$ cat config.mk
export PLATFORM = sky130hd
export DESIGN_NAME = nonpreemptive_priority_scheduler_unit_flat
export DESIGN_NICKNAME = d
export VERILOG_FILES = /design/src/hw/rtl/nps_pkg.sv /design/src/hw/rtl/nps_ifs.sv /design/src/hw/rtl/nonpreemptive_priority_scheduler_unit.sv /design/src/flat_wrapper.sv
export SDC_FILE = /design/constraint.sdc
export NUM_CORES = 1
export LEC_CHECK = 0
export BUFFER_PORTS_ARGS = -buffer_cell sky130_fd_sc_hd__buf_4
export CAP_MARGIN = 20
export CORE_UTILIZATION = 56
export DETAILED_ROUTE_END_ITERATION = 16
export GPL_ROUTABILITY_DRIVEN = 0
export PLACE_DENSITY = 0.74
export SLEW_MARGIN = 10
export SYNTH_ARGS = -nofsm -noshare
export SYNTH_HDL_FRONTEND = slang
export SYNTH_SLANG_ARGS = --single-unit
$ cat constraint.sdc
create_clock -name clk -period 9.5 [get_ports clk]
set_input_delay 0.475 -clock clk [delete_from_list [all_inputs] [get_ports clk]]
set_output_delay 0.475 -clock clk [all_outputs]
set_load 0.05 [all_outputs]
$ cat src/hw/rtl/nps_pkg.sv
// Shared types, codes and helpers for the priority scheduler.
package nps_pkg;

  localparam int unsigned DefQueueDepth = 16;

  localparam int unsigned IdW    = 16;
  localparam int unsigned BurstW = 16;
  localparam int unsigned PrioW  = 8;
  localparam int unsigned KindW  = 2;
  localparam int unsigned TimeW  = 20;
  localparam int unsigned SumW   = 24;
  localparam int unsigned DoneW  = 5;

  localparam logic [31:0] TimeMax = 32'h000F_FFFF;
  localparam logic [31:0] SumMax  = 32'h00FF_FFFF;
  localparam logic [31:0] DoneMax = 32'd31;

  localparam logic OP_ADD   = 1'b0;
  localparam logic OP_START = 1'b1;

  typedef enum logic [KindW-1:0] {
    KIND_EXEC    = 2'd0,
    KIND_ADDED   = 2'd1,
    KIND_DROPPED = 2'd2,
    KIND_EMPTY   = 2'd3
  } kind_t;

  typedef struct packed {
    logic [IdW-1:0]    id;
    logic [BurstW-1:0] burst;
    logic [PrioW-1:0]  prio;
  } job_t;

  typedef enum logic [2:0] {
    S_IDLE,
    S_ADD_RD,
    S_ADD_CMP,
    S_ADD_WR,
    S_ONE,
    S_DRN_RD,
    S_DRN_CALC,
    S_DRN_EMIT
  } state_t;

  function automatic logic [31:0] sat_u32(input logic [31:0] v, input logic [31:0] lim);
    return (v > lim) ? lim : v;
  endfunction

endpackage

$ cat src/hw/rtl/nps_ifs.sv
// Valid/ready channel interfaces for job items and result items.
interface nps_job_if import nps_pkg::*; ();
  logic              valid;
  logic              ready;
  logic              op;
  logic [IdW-1:0]    job_id;
  logic [BurstW-1:0] burst_ms;
  logic [PrioW-1:0]  prio_level;

  modport source (output valid, op, job_id, burst_ms, prio_level, input ready);
  modport sink   (input valid, op, job_id, burst_ms, prio_level, output ready);
endinterface

interface nps_res_if import nps_pkg::*; ();
  logic              valid;
  logic              ready;
  logic [KindW-1:0]  kind;
  logic [IdW-1:0]    out_id;
  logic [BurstW-1:0] out_burst;
  logic [PrioW-1:0]  out_prio;
  logic [TimeW-1:0]  turnaround;
  logic [TimeW-1:0]  waiting;
  logic [SumW-1:0]   sum_turnaround;
  logic [SumW-1:0]   sum_waiting;
  logic [DoneW-1:0]  jobs_done;
  logic              last;

  modport source (output valid, kind, out_id, out_burst, out_prio, turnaround, waiting,
                  sum_turnaround, sum_waiting, jobs_done, last, input ready);
  modport sink   (input valid, kind, out_id, out_burst, out_prio, turnaround, waiting,
                  sum_turnaround, sum_waiting, jobs_done, last, output ready);
endinterface

$ cat src/hw/rtl/nonpreemptive_priority_scheduler_unit.sv
// Non-preemptive priority scheduler: sorted ready queue in RAM, insert and drain sequencer.
// Add: walks the queue from the tail, moving each lower-priority job down a slot, then
//   writes the new job; into an empty queue it is written at once; a full queue drops it.
// Start: per queued job a RAM read, a running-time add, then totals and load; if empty, one result.
// One item at a time; receiver stalls hold the sequencer until the result register is free.
// Reset clears the sequencer, occupancy and the result valid flag; queue RAM is not cleared.
module nonpreemptive_priority_scheduler_unit import nps_pkg::*; #(
  parameter int unsigned QueueDepth = DefQueueDepth
) (
  input logic       clk,
  input logic       rst,
  nps_job_if.sink   jobs,
  nps_res_if.source results
);

  localparam int unsigned AddrW = $clog2(QueueDepth);
  localparam int unsigned CntW  = $clog2(QueueDepth + 1);
  localparam int unsigned TatW  = BurstW + CntW;   // running completion time, no loss
  localparam int unsigned AccW  = TatW + CntW;     // running totals, no loss

  // Queue storage: slot 0 is served first
  job_t mem [QueueDepth];
  job_t rd_data;

  // Sequencer state
  state_t            state;
  state_t            state_next;
  logic [CntW-1:0]   occ;
  logic [AddrW-1:0]  pos;
  logic [AddrW-1:0]  idx;
  job_t              nj;         // job carried by the accepted item
  kind_t             res_kind;   // kind of a single-result item
  job_t              cur;        // job being executed
  logic [TatW-1:0]   tat;
  logic [TatW-1:0]   tat_prev;
  logic [AccW-1:0]   stat;
  logic [AccW-1:0]   swt;

  // Result register
  logic              o_valid;
  kind_t             o_kind;
  job_t              o_job;
  logic [TimeW-1:0]  o_tat;
  logic [TimeW-1:0]  o_wait;
  logic [SumW-1:0]   o_stat;
  logic [SumW-1:0]   o_swt;
  logic [DoneW-1:0]  o_done;
  logic              o_last;

  // Combinational controls
  logic              in_ready;
  logic              in_xfer;
  logic [AddrW-1:0]  raddr;
  logic              we;
  logic [AddrW-1:0]  waddr;
  job_t              wdata;
  logic              emit;
  logic              load;
  logic              shift_down;
  logic              drn_last;
  logic [AccW-1:0]   stat_sum;
  logic [AccW-1:0]   swt_sum;
  logic [31:0]       tat_s;
  logic [31:0]       wait_s;
  logic [31:0]       stat_s;
  logic [31:0]       swt_s;
  logic [31:0]       done_s;
  kind_t             r_kind;
  job_t              r_job;
  logic [TimeW-1:0]  r_tat;
  logic [TimeW-1:0]  r_wait;
  logic [SumW-1:0]   r_stat;
  logic [SumW-1:0]   r_swt;
  logic [DoneW-1:0]  r_done;
  logic              r_last;

  assign in_xfer    = jobs.valid && in_ready;
  // the waiting job moves down while the new one outranks it; ties keep arrival order
  assign shift_down = rd_data.prio < nj.prio;
  assign drn_last   = (CntW'(idx) + CntW'(1)) == occ;
  assign stat_sum   = stat + AccW'(tat);
  assign swt_sum    = swt + AccW'(tat_prev);

  // Next state
  always_comb begin
    state_next = state;
    case (state)
      S_IDLE: begin
        if (in_xfer) begin
          if (jobs.op == OP_ADD) begin
            if (occ >= CntW'(QueueDepth)) begin
              state_next = S_ONE;
            end else if (occ == '0) begin
              state_next = S_ADD_WR;
            end else begin
              state_next = S_ADD_RD;
            end
          end else begin
            state_next = (occ == '0) ? S_ONE : S_DRN_RD;
          end
        end
      end
      S_ADD_RD:   state_next = S_ADD_CMP;
      S_ADD_CMP: begin
        if (shift_down && pos != AddrW'(1)) begin
          state_next = S_ADD_RD;
        end else begin
          state_next = S_ADD_WR;
        end
      end
      S_ADD_WR:   state_next = S_ONE;
      S_ONE: begin
        if (load) begin
          state_next = S_IDLE;
        end
      end
      S_DRN_RD:   state_next = S_DRN_CALC;
      S_DRN_CALC: state_next = S_DRN_EMIT;
      S_DRN_EMIT: begin
        if (load) begin
          state_next = drn_last ? S_IDLE : S_DRN_RD;
        end
      end
      default:    state_next = S_IDLE;
    endcase
  end

  // Outputs of the sequencer
  always_comb begin
    in_ready = 1'b0;
    raddr    = idx;
    we       = 1'b0;
    waddr    = pos;
    wdata    = nj;
    emit     = 1'b0;
    tat_s    = sat_u32(32'(tat), TimeMax);
    wait_s   = sat_u32(32'(tat_prev), TimeMax);
    stat_s   = sat_u32(32'(stat_sum), SumMax);
    swt_s    = sat_u32(32'(swt_sum), SumMax);
    done_s   = sat_u32(32'(idx) + 32'd1, DoneMax);
    r_kind   = res_kind;
    r_job    = (res_kind == KIND_EMPTY) ? '0 : nj;
    r_tat    = '0;
    r_wait   = '0;
    r_stat   = '0;
    r_swt    = '0;
    r_done   = '0;
    r_last   = 1'b1;
    case (state)
      S_IDLE:   in_ready = 1'b1;
      S_ADD_RD: raddr = pos - AddrW'(1);
      S_ADD_CMP: begin
        if (shift_down) begin
          we    = 1'b1;
          wdata = rd_data;
        end
      end
      S_ADD_WR: we = 1'b1;
      S_ONE:    emit = 1'b1;
      S_DRN_EMIT: begin
        emit   = 1'b1;
        r_kind = KIND_EXEC;
        r_job  = cur;
        r_tat  = tat_s[TimeW-1:0];
        r_wait = wait_s[TimeW-1:0];
        r_stat = stat_s[SumW-1:0];
        r_swt  = swt_s[SumW-1:0];
        r_done = done_s[DoneW-1:0];
        r_last = drn_last;
      end
      default: begin
      end
    endcase
    load = emit && (!o_valid || results.ready);
  end

  // Queue RAM: one write and one registered read a cycle
  always_ff @(posedge clk) begin
    if (we) begin
      mem[waddr] <= wdata;
    end
    rd_data <= mem[raddr];
  end

  // Control state
  always_ff @(posedge clk) begin
    if (rst) begin
      state   <= S_IDLE;
      occ     <= '0;
      o_valid <= 1'b0;
    end else begin
      state <= state_next;
      if (state == S_ADD_WR) begin
        occ <= occ + CntW'(1);
      end else if (state == S_DRN_EMIT && load && drn_last) begin
        occ <= '0;
      end
      if (load) begin
        o_valid <= 1'b1;
      end else if (results.ready) begin
        o_valid <= 1'b0;
      end
    end
  end

  // Datapath
  always_ff @(posedge clk) begin
    if (in_xfer) begin
      nj.id    <= jobs.job_id;
      nj.burst <= jobs.burst_ms;
      nj.prio  <= jobs.prio_level;
      pos      <= occ[AddrW-1:0];
      idx      <= '0;
      tat      <= '0;
      tat_prev <= '0;
      stat     <= '0;
      swt      <= '0;
      if (jobs.op == OP_ADD) begin
        res_kind <= (occ >= CntW'(QueueDepth)) ? KIND_DROPPED : KIND_ADDED;
      end else begin
        res_kind <= KIND_EMPTY;
      end
    end
    if (state == S_ADD_CMP && shift_down) begin
      pos <= pos - AddrW'(1);
    end
    if (state == S_DRN_CALC) begin
      cur      <= rd_data;
      tat_prev <= tat;
      tat      <= tat + TatW'(rd_data.burst);
    end
    if (state == S_DRN_EMIT && load) begin
      stat <= stat_sum;
      swt  <= swt_sum;
      idx  <= idx + AddrW'(1);
    end
    if (load) begin
      o_kind <= r_kind;
      o_job  <= r_job;
      o_tat  <= r_tat;
      o_wait <= r_wait;
      o_stat <= r_stat;
      o_swt  <= r_swt;
      o_done <= r_done;
      o_last <= r_last;
    end
  end

  assign jobs.ready             = in_ready;
  assign results.valid          = o_valid;
  assign results.kind           = o_kind;
  assign results.out_id         = o_job.id;
  assign results.out_burst      = o_job.burst;
  assign results.out_prio       = o_job.prio;
  assign results.turnaround     = o_tat;
  assign results.waiting        = o_wait;
  assign results.sum_turnaround = o_stat;
  assign results.sum_waiting    = o_swt;
  assign results.jobs_done      = o_done;
  assign results.last           = o_last;

`ifndef SYNTHESIS
  a_occ_bound: assert property (@(posedge clk) disable iff (rst)
    occ <= CntW'(QueueDepth))
    else $error("occupancy above queue depth");

  a_occ_step: assert property (@(posedge clk) disable iff (rst)
    (occ != $past(occ)) |-> (occ == $past(occ) + CntW'(1) || occ == '0))
    else $error("occupancy moved other than by one insert or a full drain");

  a_ram_write: assert property (@(posedge clk) disable iff (rst)
    we |-> (state == S_ADD_CMP || state == S_ADD_WR))
    else $error("queue RAM written outside an insert");

  a_drn_index: assert property (@(posedge clk) disable iff (rst)
    (state == S_DRN_RD) |-> (CntW'(idx) < occ))
    else $error("drain reads past the occupied slots");

  a_drain_clears: assert property (@(posedge clk) disable iff (rst)
    (state == S_DRN_EMIT && load && drn_last) |=> (occ == '0 && state == S_IDLE))
    else $error("queue not emptied after final drain result");
`endif

endmodule

$ cat src/flat_wrapper.sv
// flat-port wrapper written by rule: the top's interface ports become plain ports
module nonpreemptive_priority_scheduler_unit_flat import nps_pkg::*;
#(
  parameter int unsigned QueueDepth = DefQueueDepth
)
  (clk, rst, jobs_valid, jobs_op, jobs_job_id, jobs_burst_ms, jobs_prio_level, jobs_ready, results_valid, results_kind, results_out_id, results_out_burst, results_out_prio, results_turnaround, results_waiting, results_sum_turnaround, results_sum_waiting, results_jobs_done, results_last, results_ready);
  nps_job_if jobs_i ();
  nps_res_if results_i ();
  input logic clk;
  input logic rst;
  input wire logic [$bits(jobs_i.valid)-1:0] jobs_valid;
  input wire logic [$bits(jobs_i.op)-1:0] jobs_op;
  input wire logic [$bits(jobs_i.job_id)-1:0] jobs_job_id;
  input wire logic [$bits(jobs_i.burst_ms)-1:0] jobs_burst_ms;
  input wire logic [$bits(jobs_i.prio_level)-1:0] jobs_prio_level;
  output wire logic [$bits(jobs_i.ready)-1:0] jobs_ready;
  output wire logic [$bits(results_i.valid)-1:0] results_valid;
  output wire logic [$bits(results_i.kind)-1:0] results_kind;
  output wire logic [$bits(results_i.out_id)-1:0] results_out_id;
  output wire logic [$bits(results_i.out_burst)-1:0] results_out_burst;
  output wire logic [$bits(results_i.out_prio)-1:0] results_out_prio;
  output wire logic [$bits(results_i.turnaround)-1:0] results_turnaround;
  output wire logic [$bits(results_i.waiting)-1:0] results_waiting;
  output wire logic [$bits(results_i.sum_turnaround)-1:0] results_sum_turnaround;
  output wire logic [$bits(results_i.sum_waiting)-1:0] results_sum_waiting;
  output wire logic [$bits(results_i.jobs_done)-1:0] results_jobs_done;
  output wire logic [$bits(results_i.last)-1:0] results_last;
  input wire logic [$bits(results_i.ready)-1:0] results_ready;
  assign jobs_i.valid = jobs_valid;
  assign jobs_i.op = jobs_op;
  assign jobs_i.job_id = jobs_job_id;
  assign jobs_i.burst_ms = jobs_burst_ms;
  assign jobs_i.prio_level = jobs_prio_level;
  assign jobs_ready = jobs_i.ready;
  assign results_valid = results_i.valid;
  assign results_kind = results_i.kind;
  assign results_out_id = results_i.out_id;
  assign results_out_burst = results_i.out_burst;
  assign results_out_prio = results_i.out_prio;
  assign results_turnaround = results_i.turnaround;
  assign results_waiting = results_i.waiting;
  assign results_sum_turnaround = results_i.sum_turnaround;
  assign results_sum_waiting = results_i.sum_waiting;
  assign results_jobs_done = results_i.jobs_done;
  assign results_last = results_i.last;
  assign results_i.ready = results_ready;
  nonpreemptive_priority_scheduler_unit #(.QueueDepth(QueueDepth)) u_core (.clk(clk), .rst(rst), .jobs(jobs_i), .results(results_i));
endmodule
* Yosys cells after proc, flatten, opt, wreduce, memory -nomap -nowiden
Memories as Yosys holds them, arrays and structs flattened. A register that Yosys moved wholly into a read port is not among the register bits.
Index checks and enable logic that the tools add are counted.
W data, S select, Z words.
** Storage, ports and cells
- Register bits :: 329
- RAM bits :: 640
- Input bits :: 45
- Output and inout port bits :: 138
- Word-level logic and storage cells :: 113
- Memories :: 1
** Operators by class
- Add/subtract/negate cells :: 8
- Magnitude comparators :: 7
- Equality and inequality tests :: 13
- Multiplexer cells :: 41
- Reductions and logical operators :: 17
** Memory list
- u_core.mem :: words 16, bits a word 40, rd ports 1, clocked after Yosys merged registers in 1, write ports 1, line nonpreemptive_priority_scheduler_unit.sv:22 : job_t mem [QueueDepth];
** Operators by type and width (count)
- $mux W40 :: 4
- $mux W26 :: 3
- $mux W21 :: 3
- $add A26 B21 Y26 :: 2
- $gt A26 B24 Y1 const B :: 2
- $mux W24 :: 2
- $gt A21 B20 Y1 const B :: 2
- $mux W20 :: 2
- $gt A32 B5 Y1 const B :: 1
- $pmux W3 S8 :: 1
- $add A21 B16 Y21 :: 1
- $mux W4 :: 5
- $mux W3 :: 6
- $mux W5 :: 3
- $eq A3 B3 Y1 const B :: 4
- $add A4 B1 Y5 const B :: 2
- $reduce_bool A2 Y1 :: 5
- $lt A8 B8 Y1 :: 1
- $mux W1 :: 8
- $eq A3 B2 Y1 const B :: 2
- $logic_and A1 B1 Y1 :: 6
- $mux W2 :: 3
- $ne A2 B1 Y1 const B :: 3
- $add A5 B1 Y5 const B :: 1
- other kinds (14) :: 14

* Logic depth before layout (Yosys ltp)
Gate-level depths: netlist of run 1.
- Depth after elaboration :: 8
- Depth in mapped cells :: 13
- Mapped depth without buffers :: 11

* Least setup slack after synthesis of run 1
OpenSTA, ideal clock, no wires.
- Kind :: register to register
- From :: reg u_core.state[2]
- To :: reg u_core.o_done[0] (netlist: u_core.results.jobs_done[0]), enable pin
- Library setup time :: 0.633 ns
- Arrival time :: 6.882 ns
- Required time :: 8.867 ns
- Setup slack :: 1.985 ns
- Stages on the path, launching flop included :: 6
- Path buffers :: 3
- Clock period less this slack :: 7.515 ns
- Cells stage by stage :: dfxtp_1 > clkbuf_1 > clkbuf_1 > clkbuf_1 > o21ai_0 > nor2_1
** On the way
- Cells in the longest elaborated chain, start to end :: 4
- Elaborated cells between the ends (all ways) :: 5
- Those cells by class :: 2 x eq/ne; 1 x mux; 2 x reduce/logical
** Ends and longest elaborated chain
- start, declared :: line nonpreemptive_priority_scheduler_unit.sv:26 : state_t state;
- start signal, assigned :: line nonpreemptive_priority_scheduler_unit.sv:192 : state <= state_next;
- $eq A3 B3 Y1 :: line nonpreemptive_priority_scheduler_unit.sv:149 : case (state)
- $reduce_or A2 Y1 (no line) *
- $mux W1 * :: line nonpreemptive_priority_scheduler_unit.sv:149
- $logic_and A1 B1 Y1 * :: line nonpreemptive_priority_scheduler_unit.sv:174 : load = emit && (!o_valid || results.ready);
- via u_core.load :: line nonpreemptive_priority_scheduler_unit.sv:58 : logic load;
- end signal, assigned :: line nonpreemptive_priority_scheduler_unit.sv:244 : o_done <= r_done;
- end, declared :: line nonpreemptive_priority_scheduler_unit.sv:47 : logic [DoneW-1:0] o_done;
Mark *: on every way through the listed nets, which the timed path passes. The rest lies on a longest branch.
A chain may end at the register's enable or synchronous reset.

* Worst setup path in the final report of run 1
- From :: reg u_core.nj[1] (netlist bit)
- To :: mem u_core.mem[9][20] (netlist bit), enable pin
** On the way
- Cells in the longest elaborated chain, start to end :: 5
** Ends and longest elaborated chain
- start, declared :: line nonpreemptive_priority_scheduler_unit.sv:31 : job_t nj;
- $lt A8 B8 Y1 :: line nonpreemptive_priority_scheduler_unit.sv:79 : assign shift_down = rd_data.prio < nj.prio;
- $mux W1 :: line nonpreemptive_priority_scheduler_unit.sv:153 : if (shift_down) begin
- $pmux W1 S2 :: line nonpreemptive_priority_scheduler_unit.sv:149
- $mux W1 :: line nonpreemptive_priority_scheduler_unit.sv:179 : if (we) begin
- $mux W1 (not written as such) :: line nonpreemptive_priority_scheduler_unit.sv:180 : mem[waddr] <= wdata;
- end, declared :: line nonpreemptive_priority_scheduler_unit.sv:22
No other way between the ends.

==> run summary, run 1 <==
Status - finished, final reports clean
Clock buffer depth - 3
Initial DRC count - 2350
Setup TNS - 0 ns
Via-to-Cell Ratio - 6.081
Syn Area/Cell - 16.72 sq um
CTS Sinks - 1009
Fin area - 47610 sq um
PD cells - 328.1 nW/um^2
Layout cells sized above 1 - 22.70%
Sequential power share - 41.3%
RSZ-0062 raised after global routing - no
Number of synthesized flops with an enable pin - 960
Period utilization - 42.93%
Commonest non-fill, non-tap cells in the layout - edfxtp_1, buf_4, nor2_1
Gate Count Post-Synth - 2466
Syn nets - 2586
Nets - 2836
CTS Buf Count - 99
Yosys reg bits - 1009
Final Hold Viols - 0
Final core utilization - 65.26%
Routed WL - 91.22 mm
HP Class - input port to flop
Chip height - 273.4 microns
Yosys Warn Count - 0
Worst Setup Path Type - flop to flop
1st-pass router iterations - 7
Detail Route Antenna Nets - 0
Worst slew pin tran - 1.131 ns
Mapped cell area - 41240 sq um
CP required - 9.79 ns
Worst EP arrival - 4.37 ns
Largest net degree at the start of global routing - 161
CP Launch Type - flop
PnR worst setup slack - 5.422 ns
Worst setup EP type - flop
Fmax - 0.2452 GHz
Grt total ovfl - 0
Core area - 72960 sq um
Sw power - 5.334 mW
Max Slew Vio Count - 0
# IOs - 183
First-pass GRT wire length - 137.1 mm
Sequential element share of the synthesized area - 72.28%
Rows - 99
Slew headroom - 24.62%
Commonest non-fill, non-tap cell in the layout - edfxtp_1
Crit path max fanout - 27
Setup Skew - 0.01739 ns
Synth unique cells - 70
CTS tree - yes
Post-synth ARST share - 0%
Initial antenna violation count - 0
Max Cap Viol - 0
Combinational cell fraction of total power - 33.0%
Port Buffer Count - 182
DR WL/cell - 24.25 microns
P&R area growth vs syn - 15.45%
P_leak - 16.43 nW
Vias in the first global route - 23010
N_diodes - 0
Pre-CTS setup slack - 5.198 ns
Clk slew on worst S/H paths - 0.07 ns
Final setup fails - 0
Internal power - 10.29 mW
Placed Area - 43810 sq um
Starting Density - 56.53%
Via Count - 22870
DP HPWL - 50.39 mm
Switching part of the total power - 34.14%
Die ar. - 74740 sq um
Die width - 273.4 microns
Clk Latency, worst-skew pair - 0.66 ns
DRC Markers - 0
Fin crit period - 4.078 ns
Global Route Usage Sum - 24.54%
Clock power share - 25.8%
Ys flop type - edfxtp_1
Reg2Reg Setup Slack - 5.42 ns
Worst vdd ir - 0.0003794 V
Fillers - 4842
CTS root buf - clkbuf_16
H-tree depth - 3
-- routing by layer --
layer  GRT usage, %  vias up  part of all wire [%]
met5              0        -                     0
met4          7.851        0                   2.5
met3          3.421      159                   6.6
met2          41.59      908                    51
met1          33.02    11680                    40
li1               -    10120                     -
-- final cells by class --
cell class / count / area (sq um) / share of cell area, %
clock buffer: 139 / 2800 / 5.881
tap: 959 / 1200 / 2.520
multi-input combinational: 1293 / 10920 / 22.94
inverter: 43 / 161.4 / 0.3390
clock inverter: 48 / 571.8 / 1.201
sequential: 1009 / 29810 / 62.61
timing repair buffer: 270 / 2150 / 4.515
-- critical path, stage by stage (launching register included) --
cell      delay [ns]
edfxtp_1        0.39
inv_1           0.10
ha_1            0.23
a21o_1          0.18
a21o_1          0.19
a211oi_1        0.30
o21ai_0         0.34
a21boi_0        0.43
o21ai_0         0.30
clkbuf_2        0.26
nor2_4          0.46
buf_4           0.52
-- cell families after synthesis --
kind of cell | synth area share (%)
flip-flops | 72.28
XOR/XNOR | 1.338
buffers and inverters | 1.693
multiplexers | 10.76
AO/OA/AOI/OAI | 5.722
AND/OR/NAND/NOR | 5.877
adder cells (fa/ha/maj) | 2.330
-- Yosys cell counts, types with 15 or more instances --
cell type / count / area, sq um
edfxtp_1: 960 / 28830
nor2_1: 204 / 765.7
mux4_2: 160 / 3603
nand2_1: 150 / 563.0
a21oi_1: 130 / 650.6
o21ai_0: 104 / 520.5
ha_1: 72 / 900.9
clkbuf_1: 71 / 266.5
nor2b_1: 51 / 319.1
a211oi_1: 50 / 375.4
dfxtp_1: 49 / 980.9
inv_1: 43 / 161.4
mux2i_1: 43 / 430.4
mux2_2: 36 / 405.4
buf_2: 35 / 175.2
and3_1: 32 / 200.2
xnor2_1: 32 / 280.3
xor2_1: 31 / 271.5
nor3_1: 24 / 120.1
nand3_1: 20 / 100.1
a21o_1: 19 / 142.6
nand2b_1: 15 / 93.84
-- power by group through the flow --
stage | clock network (mW) | registers (mW) | logic, mW
detailed placement | 0 | 6.54 | 5.10
global placement | 0 | 6.51 | 4.95
global route | 4.25 | 6.50 | 5.57
CTS | 4.08 | 6.45 | 5.15
floorplan | 0 | 6.84 | 3.34
finish | 4.02 | 6.45 | 5.15
-- final timing paths --
check | from | end | cells past startpoint
worst max-delay path | u_core.nj[1] | u_core.mem[9][20] | 11
worst max register to register | u_core.nj[1] | u_core.mem[9][20] | 11
worst min register to register | u_core.rd_data[26] | u_core.cur[26] | 0
worst min-delay path | jobs_burst_ms[2] | u_core.nj[10] | 1
-- registers in the layout, indices dropped and copies added, names as in the netlist, 20 cells and up --
signal	flops
u_core.results.waiting	20
u_core.swt	26
u_core.tat	21
u_core.nj	40
u_core.rd_data	40
u_core.results.sum_turnaround	24
u_core.results.turnaround	20
u_core.tat_prev	21
u_core.cur	40
u_core.mem	640
u_core.results.sum_waiting	24
u_core.stat	26
-- stage by stage --
stage | power (mW) | hold WS (ns) | std cells
after floorplan | 10.18 | 0.4027 | 2466
after global placement | 11.46 | 0.4141 | 3529
after detailed placement | 11.64 | 0.4151 | 3531
after CTS | 15.69 | 0.01189 | 3755
after global routing | 16.32 | 0.02261 | 3761
final | 15.62 | 0.04423 | 3761
-- timing repair --
| action | CTS | global route |
|---|---|---|
| hold endpoints to repair | 37 | 0 |
| buffers inserted | 0 | 0 |
| hold buffers | 37 | 0 |
| gates resized for setup | 0 | 0 |
Power figures use the tool's default switching activity.
==> run 2, diff against run 1 <==
--- a/config.mk
+++ b/config.mk
@@ -5,12 +5,13 @@
 export SDC_FILE = /design/constraint.sdc
 export NUM_CORES = 1
 export LEC_CHECK = 0
+export ABC_AREA = 1
 export BUFFER_PORTS_ARGS = -buffer_cell sky130_fd_sc_hd__buf_4
 export CAP_MARGIN = 20
 export CORE_UTILIZATION = 56
 export DETAILED_ROUTE_END_ITERATION = 16
 export GPL_ROUTABILITY_DRIVEN = 0
-export PLACE_DENSITY = 0.74
+export PLACE_DENSITY = 0.73
 export SLEW_MARGIN = 10
 export SYNTH_ARGS = -nofsm -noshare
 export SYNTH_HDL_FRONTEND = slang
==> constraint.sdc (replaced) <==
create_clock -name clk -period 3.8 [get_ports clk]
set_input_delay 0.19 -clock clk [delete_from_list [all_inputs] [get_ports clk]]
set_output_delay 0.19 -clock clk [all_outputs]
set_load 0.05 [all_outputs]
==> run summary, run 2 <==
Via Count - 29610
Clock buffer depth - 3
Final Hold Viols - 0
DRC Markers - 0
Slew headroom - 32.50%
Fillers - 5609
Clk Latency, worst-skew pair - 0.66 ns
N_diodes - 0
Period utilization - 82.30%
Max Slew Vio Count - 0
R2R depth - 15
Met3 routed WL - 6.495 mm
Top cell type's share of synthesized area - 66.53%
Die width - 280.2 microns
CTS root buf - clkbuf_16
Met2 routed WL - 52.25 mm
Syn Area/Cell - 11.24 sq um
RSZ-0062 raised after global routing - no
Most common cell in the synthesized netlist - edfxtp_1
PnR worst setup slack - 0.6725 ns
Initial antenna violation count - 1
Initial DRC count - 2670
Rows - 101
Hold Path Stages - 4
Sequential element share of the synthesized area - 68.80%
First-pass GRT wire length - 159.5 mm
Number of flip-flops in the largest register - 640
Port Buffer Count - 182
Clk slew on worst S/H paths - 0.06 ns
Crit path max fanout - 25
Routed WL - 103.7 mm
Hold path endpoint - u_core.state[1]
P_leak - 18.82 nW
Commonest cells post-synth - edfxtp_1, nor2_1, nand2_1
Core area - 76200 sq um
Post-synth ARST share - 0%
DR top layer - met4
Pre-CTS setup slack - 0.8001 ns
Nets - 4207
DP HPWL - 64.14 mm
Max Cap Viol - 0
Detail Route Antenna Nets - 0
CP Cell Sequence - buf_4, ha_1, nand2_1, nor2_1, nand2_1, nor2_1, nand2_1, nand2_1, nor2_1, nand2_1, nand2_1, nand2_1, nand3_1, nand2_1, inv_1
CP most frequent cell - nand2_1
Syn nets - 3974
Worst vdd ir - 0.0004663 V
# IOs - 183
Fmax - 0.3197 GHz
Largest net degree at the start of global routing - 137
Grt total ovfl - 0
PD cells - 837.2 nW/um^2
Mapped cell area - 43330 sq um
Yosys reg bits - 1009
P&R area growth vs syn - 15.01%
Final core utilization - 65.39%
Die ar. - 78490 sq um
Worst EP arrival - 3.55 ns
Worst slew pin tran - 1.013 ns
CP Launch Type - flop
Layout cells sized above 1 - 11.12%
Hold Startpoint - jobs_valid
Worst Setup Path Type - flop to flop
H-tree depth - 3
Status - finished, final reports clean
PostCTS Resize Cnt - 0
CTS tree - yes
CP required - 4.22 ns
Synth unique cells - 41
WL met1 - 41.89 mm
Vias in the first global route - 28230
Starting Density - 56.86%
Worst path max stage delay - 0.62 ns
1st-pass router iterations - 6
Gate Count Post-Synth - 3854
Largest area contributor in the netlist - edfxtp_1
Reg2Reg Setup Slack - 0.67 ns
Fin area - 49830 sq um
Global Route Usage Sum - 26.39%
Largest Register - u_core.mem
CTS Buf Count - 100
DR WL/cell - 19.93 microns
Top Family by Delay on Critical Path - simple AND/OR/NAND/NOR gates
Fin crit period - 3.128 ns
Via-to-Cell Ratio - 5.692
Final setup fails - 0
Yosys Warn Count - 0
Commonest non-fill, non-tap cells in the layout - edfxtp_1, nor2_1, nand2_1
Setup Skew - 0.02300 ns
Commonest non-fill, non-tap cell in the layout - edfxtp_1
Ys flop type - edfxtp_1
RR Startpoint - u_core.tat_prev[20]
Chip height - 280.2 microns
Top cells by area, synth - edfxtp_1, nor2_1, nand2_1, o211ai_1, o21ai_0
Worst setup EP type - flop
CTS Sinks - 1009
Number of synthesized flops with an enable pin - 960
Crit-path slowest cell - nand2_1
Placed Area - 46180 sq um
Crit path buf inv count - 2
Reg-to-reg endpoint - u_core.results.sum_waiting[3]
HP Class - input port to flop
run 2: cell count changes in the layout (fill, tap and decap cells not counted), sizes merged, moves of 43 or more:
cell,delta
a211oi,-50
nor2,+495
o21ai,+244
nor2b,-51
nand2,+515
mux4,-160
o211ai,+164
mux2i,-43
inv,+222
nand3,+185
run 2: through the flow:
step / hold WS (ns) / std cells / power (mW) / setup TNS (ns)
global placement: 0.3690 / 4971 / 31.84 / 0
finish: 0.04632 / 5202 / 41.72 / 0
floorplan: 0.2591 / 3854 / 27.18 / -60.68
global route: 0.1277 / 5202 / 43.96 / 0
CTS: 0.006794 / 5201 / 41.77 / 0
detailed placement: 0.3695 / 4971 / 32.14 / 0
run 2: logic make-up (layout without fill, tap and decap cells):
logic type	Yosys count	after routing	share of synthesized area [%]
adder cells (fa/ha/maj)	75	75	2.218
buffers and inverters	451	769	4.502
flip-flops	1009	1009	68.80
AND/OR/NAND/NOR	1641	1641	15.28
AO/OA/AOI/OAI	646	646	8.551
XOR/XNOR	32	32	0.6469
run 2: area by class of cell:
cell class / instances / area, sq um / share of cell area [%]
repair buffers: 311 / 2718 / 5.454
clock inverters: 54 / 479.2 / 0.9617
flip-flops and latches: 1009 / 29810 / 59.83
inverters: 271 / 1026 / 2.059
clock buffers: 133 / 2720 / 5.459
well taps: 1030 / 1289 / 2.586
multi-input cells: 2394 / 11790 / 23.65
run 2: report_power, final:
group | internal [mW] | total (mW) | switching [mW]
logic | 4.60 | 16.0 | 11.4
clock network | 5.51 | 9.62 | 4.10
registers | 15.2 | 16.1 | 0.967
run 2: worst max path at each step:
stage	from	to	cells past startpoint
2_1_floorplan	u_core.state[1]	u_core.results.jobs_done[0]	5
3_3_place_gp	u_core.tat_prev[0]	u_core.results.sum_waiting[22]	12
3_5_place_dp	u_core.tat_prev[20]	u_core.results.sum_waiting[3]	15
4_1_cts	u_core.tat_prev[20]	u_core.results.sum_waiting[3]	13
5_1_grt	u_core.tat_prev[20]	u_core.results.sum_waiting[3]	15
6_report	u_core.tat_prev[20]	u_core.results.sum_waiting[3]	15
run 2: repair_timing:
item / in CTS / in global routing
hold buffers: 43 / 0
buffers inserted: 0 / 0
endpoints found under the hold margin: 51 / 0
run 2: worst reg2reg max path, delay by kind of cell, from the launching register on:
family | cells | cell delay (ns)
AND/OR/NAND/NOR | 12 | 1.79
adder cells (fa/ha/maj) | 1 | 0.44
flip-flops | 1 | 0.39
buffers and inverters | 2 | 0.27
run 2: per-layer routing:
metal | GRT usage, % | vias to the layer above
met5 | 0 | -
met4 | 9.458 | 0
met3 | 3.497 | 205
met2 | 45.64 | 1105
met1 | 34.17 | 14350
li1 | - | 13950
